**config.mk**
```make
export PLATFORM = sky130hd
export DESIGN_NAME = jbs3_delay
export DESIGN_NICKNAME = d
export VERILOG_FILES = /design/src/rtl/jbs3_delay.sv
export SDC_FILE = /design/constraint.sdc
export NUM_CORES = 1
export LEC_CHECK = 0
export ABC_AREA = 1
export BUFFER_PORTS_ARGS = -buffer_cell sky130_fd_sc_hd__buf_2
export CORE_AREA = 2 2 39 41
export CTS_BUF_LIST = sky130_fd_sc_hd__clkbuf_4 sky130_fd_sc_hd__clkbuf_8 sky130_fd_sc_hd__clkbuf_16
export DETAILED_ROUTE_END_ITERATION = 12
export DIE_AREA = 0 0 41 43
export SETUP_SLACK_MARGIN = 0.3
export SLEW_MARGIN = 20
export SYNTH_ARGS = -nofsm -noshare
export SYNTH_HDL_FRONTEND = slang
export SYNTH_SLANG_ARGS = --single-unit
```
**constraint.sdc**
```tcl
create_clock -name clock -period 1.4 [get_ports clock]
set_input_delay 0.28 -clock clock [delete_from_list [all_inputs] [get_ports clock]]
set_output_delay 0.28 -clock clock [all_outputs]
set_load 0.01 [all_outputs]
```
**src/rtl/jbs3_delay.sv**
```systemverilog
// Shift line that carries an item and its valid bit alongside a long unit.
`timescale 1ns / 1ps
module jbs3_delay #(
   parameter int W = 8,
   parameter int DEPTH = 2
) (
   input  logic         clock,
   input  logic         reset,
   input  logic         in_valid,
   input  logic [W-1:0] in_data,
   output logic         out_valid,
   output logic [W-1:0] out_data
);
   logic [W-1:0] line_ff [0:DEPTH-1];
   logic [DEPTH-1:0] valid_ff;

   always_ff @(posedge clock) begin
      if (reset) begin
         valid_ff <= '0;
      end else begin
         valid_ff <= {valid_ff[DEPTH-2:0], in_valid};
      end
      line_ff[0] <= in_data;
      for (int k = 1; k < DEPTH; k++) begin
         line_ff[k] <= line_ff[k-1];
      end
   end

   assign out_valid = valid_ff[DEPTH-1];
   assign out_data  = line_ff[DEPTH-1];
endmodule

```
==> results.json <==
{
  "ys_ff_latch": 18,
  "antenna_left": 0,
  "p_leak_nw": 0.254,
  "num_vias": 202,
  "gr-total-overflow": 0,
  "cts_tree": "yes",
  "total_power_mw": 0.804,
  "drt_drc_violations_left": 0,
  "yosysWarnings": 0,
  "min_period_ns": 0.991,
  "first_pass_iters": 2,
  "period_share_pct": 70.8,
  "synth_most_common_cell": "dfxtp_1",
  "worstPathCellList": "buf_2",
  "finalWirelength_um": 428,
  "synth_edf_count": 0,
  "area_growth_pct": 17.8,
  "arrival_ns": 0.71,
  "synth.area.mux_share_pct": 0,
  "fp.dieW_um": 41,
  "syn_area_um2": 435,
  "yosys.area_share.simple_pct": 1.72,
  "synth_top_area_share_pct": 82.8,
  "synth_area_leaders": "dfxtp_1, buf_4, inv_1",
  "final.setup.worst_slack_ns": 0.409,
  "synth_top_area_cell": "dfxtp_1",
  "path_buf_inv": 1,
  "finalHoldViolCount": 0,
  "setup_viol": 0,
  "cts_hold_buf": 0,
  "crit_family": "flip-flops",
  "die-height_um": 43,
  "synth_fa_ha_area_share_pct": 0,
  "p_sw_share_pct": 18.3,
  "synth_nets": 41,
  "synth_xor_area_share_pct": 0,
  "maxSlewHeadroom_pct": 94.4,
  "portBuffers": 19,
  "core_um2": 1380,
  "antenna_found_initial": 0,
  "cts-buffers-inserted": 3,
  "grt_first_pass_wirelength_um": 593,
  "final_cells": 60,
  "drt_iter0_markers": 1,
  "min_path_type": "in -> reg",
  "worstSetupEndpointType": "output pin",
  "cts.clk_slew.worst_paths_ns": 0.08,
  "path_class": "reg -> out",
  "power.switching_mw": 0.147,
  "fin_hold_ws_ns": 0.104,
  "wl_per_cell_um": 7.13,
  "cpPeakStageDelay_ns": 0.32,
  "async_flop_share_pct": 0,
  "post_cts_buffers": 0,
  "io_pins": 20,
  "status": "complete, no violations",
  "fmax_mhz": 1010,
  "gp_congestion": 0.569,
  "synth_ff_type": "dfxtp_1",
  "cap_viol_max_count": 0,
  "htree_levels": 1,
  "synth_compound_area_share_pct": 0,
  "clock_latency_ns": 0.27,
  "rows": 14,
  "num-nets-final": 57,
  "ys_top_cells_by_count": "dfxtp_1, buf_4, inv_1, nor2_1",
  "crit_path_top_delay_cell": "dfxtp_1",
  "root_buffer": "clkbuf_4",
  "grt_pass1_vias": 176,
  "antenna_cells": 0,
  "crit_fanout": 1,
  "ys_seq_area_share_pct": 82.8,
  "ys_types": 4,
  "grt_usage_pct": 5.90,
  "synth_top_family_by_area": "buffers and inverters",
  "syn_inst": 30,
  "final_max_slew_viol_count": 0,
  "crit_required_ns": 1.12,
  "initial_core_util_pct": 31.5,
  "sequentialPowerShare_pct": 67.6,
  "place_ws_ns": 0.701,
  "dp_cells": 57,
  "finalClockSkew_ns": 0.000480,
  "power_density_nw_per_um2": 1570,
  "start_kind": "flip-flop",
  "cts_resized": 0,
  "p_int_mw": 0.657,
  "clk_path_buf_depth": 2,
  "viasPerCell": 3.37,
  "syn_area_per_cell_um2": 14.5,
  "max-vdd-ir-drop_v": 0.000454,
  "grt_max_degree": 10,
  "rsz0062_at_grt": "no",
  "drive_above_1_share_pct": 50.0,
  "p_clk_share_pct": 28.1,
  "pwr-share-comb_pct": 4.3,
  "die-area_um2": 1760,
  "tightest_slew_ns": 0.0844,
  "setup_tns_ns": 0,
  "cts_sinks": 18
}
==> layer usage <==
layer | part of all wire, % | vias to the layer above | wire [um] | GRT usage (%)
met5 | 0 | - | 0 | 0
li1 | - | 108 | - | -
met4 | 1.2 | 0 | 5 | 8.00
met2 | 38 | 13 | 164 | 6.25
met3 | 15 | 2 | 66 | 3.14
met1 | 45 | 79 | 191 | 6.71
==> cell families after synthesis <==
kind of cell / count (synthesis)
and+or+nand+nor: 2
DFF: 18
buffers and inverters: 10
==> metrics by stage <==
stage | instance area, um2 | utilization [%]
finish | 513 | 37.1
global route | 513 | 37.1
CTS | 513 | 37.1
detailed placement | 490 | 35.4
global placement | 490 | 35.4
floorplan | 435 | -
==> power groups by stage <==
stage | sequential [mW] | clock, mW | combinational [mW]
after floorplan | 0.556 | 0 | 0.0253
after global placement | 0.555 | 0 | 0.0345
after detailed placement | 0.557 | 0 | 0.0348
after CTS | 0.545 | 0.239 | 0.0349
after global routing | 0.547 | 0.260 | 0.0383
final | 0.544 | 0.226 | 0.0343
==> area by class of cell <==
| cell class | count | area (um2) |
|---|---|---|
| timing repair buffer | 19 | 95.1 |
| multi-input combinational | 2 | 7.51 |
| sequential | 18 | 360 |
| inverter | 2 | 7.51 |
| fill | 135 | 871 |
| clock buffer | 3 | 22.5 |
| tap | 16 | 20.0 |
==> sequential cells by signal, indices dropped and copies added, names as in the netlist <==
register / count
valid_ff: 2
line_ff: 16
==> path summary, 6_finish.rpt <==
kind | from | depth (start not counted) | endpoint | slack, ns
hold reg to reg | line_ff[0][6] | 0 | line_ff[0][14] | 0.33
setup reg to reg | valid_ff[0] | 2 | valid_ff[1] | 0.93
hold / removal | in_data[2] | 1 | line_ff[0][2] | 0.10
setup / recovery | line_ff[0][8] | 1 | out_data[0] | 0.41
==> cells in the final DEF (no fill, tap or decap) <==
master / n
nor2_1: 2
buf_2: 19
dfxtp_1: 18
clkbuf_4: 3
inv_1: 2
No activity file was read; power rests on OpenSTA's default activity.
