<file path="config.mk">
export PLATFORM = sky130hd
export DESIGN_NAME = jbs3_div
export DESIGN_NICKNAME = d
export VERILOG_FILES = /design/src/rtl/jbs3_pkg.sv /design/src/rtl/jbs3_div.sv
export SDC_FILE = /design/constraint.sdc
export NUM_CORES = 2
export LEC_CHECK = 0
export BUFFER_PORTS_ARGS = -buffer_cell sky130_fd_sc_hd__clkbuf_2
export CORE_MARGIN = 5
export CORE_UTILIZATION = 63
export CTS_CLUSTER_SIZE = 10
export DETAILED_ROUTE_END_ITERATION = 7
export GPL_ROUTABILITY_DRIVEN = 0
export GPL_TIMING_DRIVEN = 0
export PLACE_DENSITY = 0.79
export SETUP_SLACK_MARGIN = 0.05
export SKIP_LAST_GASP = 1
export SLEW_MARGIN = 20
export SYNTH_ARGS = -nofsm -noshare
export SYNTH_HDL_FRONTEND = slang
export SYNTH_SLANG_ARGS = --single-unit
</file>
<file path="constraint.sdc">
create_clock -name clock -period 7.1 [get_ports clock]
set_input_delay 1.42 -clock clock [delete_from_list [all_inputs] [get_ports clock]]
set_output_delay 1.42 -clock clock [all_outputs]
set_load 0.1 [all_outputs]
</file>
<file path="src/rtl/jbs3_pkg.sv">
// Shared types, constants and fixed-point helpers of the bulb iteration core.
`timescale 1ns / 1ps
package jbs3_pkg;

   localparam int CoordWidth = 32;
   localparam int FracBits   = 20;
   localparam int DeWidth    = 48;
   localparam int RadWidth   = CoordWidth - 1;

   localparam int DIV_LAT  = 33;
   localparam int SQRT_LAT = 36;
   localparam int LATENCY  = 24 + 3 * DIV_LAT + 5 * SQRT_LAT;

   typedef logic signed [CoordWidth-1:0] fix_type;

   localparam fix_type FIX_MAX = {1'b0, {(CoordWidth-1){1'b1}}};
   localparam fix_type FIX_MIN = {1'b1, {(CoordWidth-1){1'b0}}};
   localparam fix_type FIX_ONE = fix_type'(64'd1 << FracBits);
   localparam fix_type FIX_HALF_SQRT2 = 32'h000B504F;
   localparam logic [31:0] TAN_PI8_Q32 = 32'h6A09E668;
   localparam logic [DeWidth-1:0] DE_MAX = {DeWidth{1'b1}};

   localparam logic [2:0] REG_CROSS_SCALE = 3'd0;
   localparam logic [2:0] REG_Y_SCALE     = 3'd1;
   localparam logic [2:0] REG_POST_SCALE  = 3'd2;
   localparam logic [2:0] REG_SPHERE_OFF  = 3'd3;
   localparam logic [2:0] REG_MODE        = 3'd4;
   localparam logic [2:0] REG_FOLD_WINDOW = 3'd5;
   localparam logic [2:0] REG_ADD_CONST   = 3'd6;
   localparam logic [2:0] REG_PIXEL_MULT  = 3'd7;

   localparam int MODE_PIXEL    = 0;
   localparam int MODE_ABS_X    = 1;
   localparam int MODE_ABS_Y    = 2;
   localparam int MODE_ABS_Z    = 3;
   localparam int MODE_FOLD     = 4;
   localparam int MODE_ANALYTIC = 5;

   typedef struct packed {
      fix_type x;
      fix_type y;
      fix_type z;
      fix_type w;
      fix_type cx;
      fix_type cy;
      fix_type cz;
      logic [DeWidth-1:0] de;
      logic [RadWidth-1:0] rad;
      logic [7:0] it;
      logic [2:0] sec;
      logic fold;
      fix_type a;
      fix_type b;
      fix_type c;
      fix_type d;
      fix_type e;
      fix_type f;
      logic [63:0] pa;
      logic [63:0] pb;
      logic [55:0] dh;
      logic [55:0] dl;
   } item_type;

   function automatic logic [31:0] mag(fix_type a);
      return a[31] ? 32'(-a) : 32'(a);
   endfunction

   function automatic fix_type from_mag(logic neg, logic [63:0] m);
      if (neg) begin
         return (m > 64'h8000_0000) ? FIX_MIN : fix_type'(-m[31:0]);
      end
      return (m > 64'(FIX_MAX)) ? FIX_MAX : fix_type'(m[31:0]);
   endfunction

   function automatic fix_type sat_add(fix_type a, fix_type b);
      logic [32:0] s;
      s = {a[31], a} + {b[31], b};
      if (s[32] != s[31]) return s[32] ? FIX_MIN : FIX_MAX;
      return fix_type'(s[31:0]);
   endfunction

   function automatic fix_type sat_sub(fix_type a, fix_type b);
      logic [32:0] s;
      s = {a[31], a} - {b[31], b};
      if (s[32] != s[31]) return s[32] ? FIX_MIN : FIX_MAX;
      return fix_type'(s[31:0]);
   endfunction

   function automatic fix_type sat_dbl(fix_type a);
      return sat_add(a, a);
   endfunction

   function automatic fix_type abs_sat(fix_type a);
      if (a == FIX_MIN) return FIX_MAX;
      return a[31] ? -a : a;
   endfunction

   function automatic fix_type fmul(fix_type a, fix_type b);
      logic [63:0] p;
      p = 64'(mag(a)) * 64'(mag(b)) + (64'd1 << (FracBits - 1));
      return from_mag(a[31] != b[31], p >> FracBits);
   endfunction

   function automatic fix_type q16_to_fix(logic [20:0] v);
      return fix_type'({{7{v[20]}}, v, 4'b0000});
   endfunction

   function automatic fix_type cos_of(logic [2:0] sec);
      fix_type r;
      case (sec)
         3'd0: r = FIX_ONE;
         3'd1: r = FIX_HALF_SQRT2;
         3'd3: r = -FIX_HALF_SQRT2;
         3'd4: r = -FIX_ONE;
         3'd5: r = -FIX_HALF_SQRT2;
         3'd7: r = FIX_HALF_SQRT2;
         default: r = '0;
      endcase
      return r;
   endfunction

   function automatic fix_type sin_of(logic [2:0] sec);
      fix_type r;
      case (sec)
         3'd1: r = -FIX_HALF_SQRT2;
         3'd2: r = -FIX_ONE;
         3'd3: r = -FIX_HALF_SQRT2;
         3'd5: r = FIX_HALF_SQRT2;
         3'd6: r = FIX_ONE;
         3'd7: r = FIX_HALF_SQRT2;
         default: r = '0;
      endcase
      return r;
   endfunction

   function automatic logic [2:0] sector_of(fix_type y, fix_type z, logic [63:0] pa,
                                            logic [63:0] pb);
      logic [2:0] r;
      if (y == 0 && z == 0) r = 3'd0;
      else if ({mag(z), 32'h0} <= pa) r = (y > 0) ? 3'd0 : 3'd4;
      else if ({mag(y), 32'h0} <= pb) r = (z > 0) ? 3'd2 : 3'd6;
      else if (y > 0) r = (z > 0) ? 3'd1 : 3'd7;
      else r = (z > 0) ? 3'd3 : 3'd5;
      return r;
   endfunction

   function automatic logic [DeWidth-1:0] de_fin(logic [55:0] ph, logic [55:0] pl, int sh);
      logic [80:0] s;
      s = (81'(ph) << 24) + 81'(pl) + (81'd1 << (sh - 1));
      s = s >> sh;
      if (|s[80:DeWidth]) return DE_MAX;
      return s[DeWidth-1:0];
   endfunction

   function automatic fix_type sign_offset(fix_type coord, fix_type t);
      if (coord > 0) return t;
      if (coord < 0) return sat_sub('0, t);
      return '0;
   endfunction

endpackage

</file>
<file path="src/rtl/jbs3_div.sv">
// Pipelined fixed-point divider, one quotient bit per stage, saturating.
`timescale 1ns / 1ps
module jbs3_div import jbs3_pkg::*; (
   input  logic    clock,
   input  fix_type num,
   input  fix_type den,
   output fix_type quo
);
   logic [31:0] ub_ff   [0:31];
   logic [30:0] nlow_ff [0:31];
   logic [31:0] rem_ff  [0:31];
   logic [30:0] q_ff    [0:31];
   logic        neg_ff  [0:31];
   logic        big_ff  [0:31];
   fix_type     quo_ff;
   logic [31:0] ua_in;
   logic [31:0] ub_in;

   always_comb begin
      ua_in = mag(num);
      ub_in = (den == 0) ? 32'd1 : mag(den);
   end

   always_ff @(posedge clock) begin
      ub_ff[0]   <= ub_in;
      nlow_ff[0] <= {ua_in[10:0], 20'h0};
      rem_ff[0]  <= ua_in >> 11;
      q_ff[0]    <= '0;
      neg_ff[0]  <= num[31] != den[31];
      big_ff[0]  <= {12'h0, ua_in, 20'h0} >= {1'b0, ub_in, 31'h0};
   end

   for (genvar k = 0; k < 31; k++) begin : g_step
      logic [32:0] trial;
      logic [32:0] diff;
      always_comb begin
         trial = {rem_ff[k], nlow_ff[k][30-k]};
         diff  = trial - {1'b0, ub_ff[k]};
      end
      always_ff @(posedge clock) begin
         ub_ff[k+1]   <= ub_ff[k];
         nlow_ff[k+1] <= nlow_ff[k];
         neg_ff[k+1]  <= neg_ff[k];
         big_ff[k+1]  <= big_ff[k];
         if (trial >= {1'b0, ub_ff[k]}) begin
            rem_ff[k+1] <= diff[31:0];
            q_ff[k+1]   <= {q_ff[k][29:0], 1'b1};
         end else begin
            rem_ff[k+1] <= trial[31:0];
            q_ff[k+1]   <= {q_ff[k][29:0], 1'b0};
         end
      end
   end

   always_ff @(posedge clock) begin
      if (big_ff[31]) begin
         quo_ff <= neg_ff[31] ? FIX_MIN : FIX_MAX;
      end else begin
         quo_ff <= neg_ff[31] ? -fix_type'({1'b0, q_ff[31]}) : fix_type'({1'b0, q_ff[31]});
      end
   end

   assign quo = quo_ff;
endmodule

</file>
==> results.ini <==
[outcome]
run_status=completed

[global_routing]
vias_in_the_first_global_route=89500
grt_util_all_layers_pct=29.7
wire_length_of_the_first_global_routing_pass_um=470000
global_route.usage.met1_pct=37.5
groute.layer.met3.usage_pct=5.59
grt_antenna_before_repair=15
grt_start_max_net_pins=17
grt_busiest_layer=met2
met2_usage_pct=49.3
remaining_global_route_overflow=0

[critical_path]
cp_required_ns=7.96
worst_path_largest_cell_delay_ns=0.92
critical-path-top-cell-by-count=sky130_fd_sc_hd__or4_1
timing.critical_path.slowest_stage_cell=sky130_fd_sc_hd__o311ai_0
crit_chain=clkbuf_2 > or4_1 > nor2_1 > nand2_1 > or4_1 > or4_1 > or3_1 > nor4b_1 > ha_1 > nand2_1 > nor4_1 > nand3_1 > or4_1 > o311ai_0 > and4b_1
category_of_cells_accounting_for_the_largest_share_of_critical_path_delay=simple AND/OR/NAND/NOR gates
timing.reg2reg.setup_slack_ns=1.95
timing.critical_path.buf_inv=1
critPathArrivalTime_ns=7.23
worst_setup_path_start_kind=input port
crit_fanout=5
crit_type=input port to flip-flop
worst_setup_path_end_kind=flip-flop

[sta]
max-slew-margin-rel_pct=21.4
final.setup_skew_ns=0.0790
max_clock_freq_mhz=157
rsz0062_at_grt=false
final_critical_path_setup_slack_ns=0.729
worst_margin_slew_ns=1.15
finalSetupViolations=0
slew_violations=0
layout_min_cycle_time_ns=6.37
fin_crit_sh_pct=89.7
hold_violation_count_in_the_final_report=0

[detailed_routing]
detail_route.first_pass.iterations=7
avgViaCountPerCell=5.97
route.detailed.wl_per_inst_um=19.5
wirelength_um=298000
drtAntennaViolNets=0
drt_iter0_drc=8857
detailroute.via_count=91400
detail_route.drc_violations=0

[clock_network]
clk-insertion-delay-late_ns=1.00
cts-buffers-inserted=319
cts_buffer_depth=4
cts_root_buf=sky130_fd_sc_hd__clkbuf_16
clock_sink_count=2631
path_clk_slew_ns=0.05
total_number_of_h_tree_levels=5
holdBufCountCts=0
resize_count_post_cts=0
cts_setup_buffers=0
cts_tree=built

[synthesis]
syn_area_sq_um=117000
number_of_standard_cells_after_synthesis=12300
synth-edff-count=0
synth-async-reset-ratio_pct=0
yosys-top-cells-area=sky130_fd_sc_hd__dfxtp_1 (45%), sky130_fd_sc_hd__ha_1 (11%), sky130_fd_sc_hd__mux2_1 (4.1%)
synth_top_flop_cell=sky130_fd_sc_hd__dfxtp_1
synth_largest_area_cell=sky130_fd_sc_hd__dfxtp_1
synth_area_per_cell_sq_um=9.50
yosysWarnings=0
yosys_register_bits=2631
synth_nets=13400
synth.yosys.seq_area_share_pct=44.9
ys_types=98
synthDominantCellAreaShare_pct=44.9

[die]
fp.dieArea_sq_um=195000
rows=158
die_width_um=441
floorplan.initialDensity_pct=63.3
boundaryPins=97
die_h_um=441
core_area_sq_um=185000

[final_layout]
syn2layout_area_growth_pct=10.4
nNetsFinal=13900
layout.cells.most_common=sky130_fd_sc_hd__dfxtp_1
drive_above_1_share_pct=4.89
most-common-layout-cells=sky130_fd_sc_hd__dfxtp_1 (2631), sky130_fd_sc_hd__inv_1 (1267), sky130_fd_sc_hd__ha_1 (1006)

[pwr]
switching_share_pct=40.2
total_power_draw_mw=69.3
power_switching_mw=27.9
power.density_cell_area_nw_per_um2=535
power_report.internal_total_mw=41.4
fraction_of_power_consumed_by_combinational_cells_pct=48.0
vdd.ir_drop.worst_mv=0.307
p_clk_share_pct=20.0
leakage_nw=59.8
pwr-share-seq_pct=32.0

[placement]
dpl_worst_slack_ns=-0.238
dpl.hpwl_um=226000
number_of_input_and_output_port_buffers_inserted=95

[run]
max-cap-violations=0

[worst_hold_path]
min-delay-path-class=flip-flop to flip-flop

kinds of logic after synthesis:
logic type / after synthesis / share of synthesized area (%)
buffers and inverters: 1538 / 4.97
DFF: 2631 / 44.9
xor gates and xnor gates: 845 / 6.31
and+or+nand+nor: 2623 / 10.7
AOI/OAI and AO/OA: 3139 / 16.8
muxes: 528 / 5.03
adders and majority gates: 1036 / 11.2
registers in the layout, indices dropped and copies added, names as in the netlist:
signal	count
ub_ff	992
rem_ff	981
q_ff	496
nlow_ff	66
big_ff	32
neg_ff	32
quo	32
power by group through the flow:
stage | Clock, mW | Sequential [mW] | Combinational [mW]
4_1_cts | 14.1 | 22.1 | 32.5
3_5_place_dp | 0 | 22.3 | 32.0
3_3_place_gp | 0 | 22.2 | 30.8
2_1_floorplan | 0 | 21.4 | 24.6
5_1_grt | 14.8 | 22.5 | 36.4
6_report | 13.9 | 22.2 | 33.2
cell usage after synthesis, types with 32 or more instances:
cell and n:
sky130_fd_sc_hd__nor2b_1 147, sky130_fd_sc_hd__dfxtp_1 2631, sky130_fd_sc_hd__clkbuf_1 209, sky130_fd_sc_hd__nor4_1 43, sky130_fd_sc_hd__o31a_1 35, sky130_fd_sc_hd__o21a_1 145, sky130_fd_sc_hd__and2_1 55, sky130_fd_sc_hd__o31ai_1 88
sky130_fd_sc_hd__a211o_1 35, sky130_fd_sc_hd__a211oi_1 82, sky130_fd_sc_hd__o21ai_1 375, sky130_fd_sc_hd__nor3_1 151, sky130_fd_sc_hd__xnor2_1 518, sky130_fd_sc_hd__o21bai_1 81, sky130_fd_sc_hd__mux2_1 432, sky130_fd_sc_hd__or3_1 58
sky130_fd_sc_hd__ha_1 1006, sky130_fd_sc_hd__inv_1 1267, sky130_fd_sc_hd__o22ai_1 32, sky130_fd_sc_hd__nor2_1 648, sky130_fd_sc_hd__nand3_1 194, sky130_fd_sc_hd__a21o_1 480, sky130_fd_sc_hd__nand4_1 132, sky130_fd_sc_hd__a31oi_1 102
sky130_fd_sc_hd__a21oi_1 912, sky130_fd_sc_hd__mux2i_1 43, sky130_fd_sc_hd__nand2b_1 139, sky130_fd_sc_hd__o21ai_0 415, sky130_fd_sc_hd__nand2_1 806, sky130_fd_sc_hd__o211ai_1 54, sky130_fd_sc_hd__mux2_2 53, sky130_fd_sc_hd__xor2_1 327
sky130_fd_sc_hd__or2_2 36, sky130_fd_sc_hd__and3_1 100
metrics by stage:
step,util (%),TNS [ns],cell area (sq um),hold WS (ns),std cells
final,69.9,0,129000,0.276,15300
after global routing,69.8,0,129000,0.284,15300
after CTS,69.8,0,129000,0.280,15300
after detailed placement,65.2,-0.238,121000,0.312,14900
after global placement,65.2,-0.281,121000,0.310,14900
after floorplan,-,0,117000,0.310,12300
final cells by class:
cell class                      count  area (sq um)
Multi-Input combinational cell   8171         58800
Sequential cell                  2631         52700
Inverter                         1288          4830
Fill cell                       13400         55800
Tap cell                         2480          3100
Timing Repair Buffer               97           490
Antenna cell                        5          12.5
Buffer                            250           987
Clock buffer                      363          8410
Clock inverter                     11           103
path summary, 6_finish.rpt:
check,depth (start not counted),end,start
worst min register to register,0,q_ff[1][228]$_DFF_P_,q_ff[1][196]$_DFF_P_
worst min-delay path,0,q_ff[1][228]$_DFF_P_,q_ff[1][196]$_DFF_P_
worst max register to register,14,rem_ff[24][22]$_DFF_P_,ub_ff[5][97]$_DFF_P_
worst max-delay path,15,big_ff[0][0]$_DFF_P_,num[7]
routing by layer:
metal | share of wire [%] | routed length, um | vias up
met5 | 0.010 | 31 | -
met4 | 5.2 | 15400 | 4
met3 | 8.0 | 23900 | 942
met2 | 46 | 137000 | 4088
met1 | 41 | 122000 | 42900
li1 | - | - | 43400
Power figures use the tool's default switching activity.
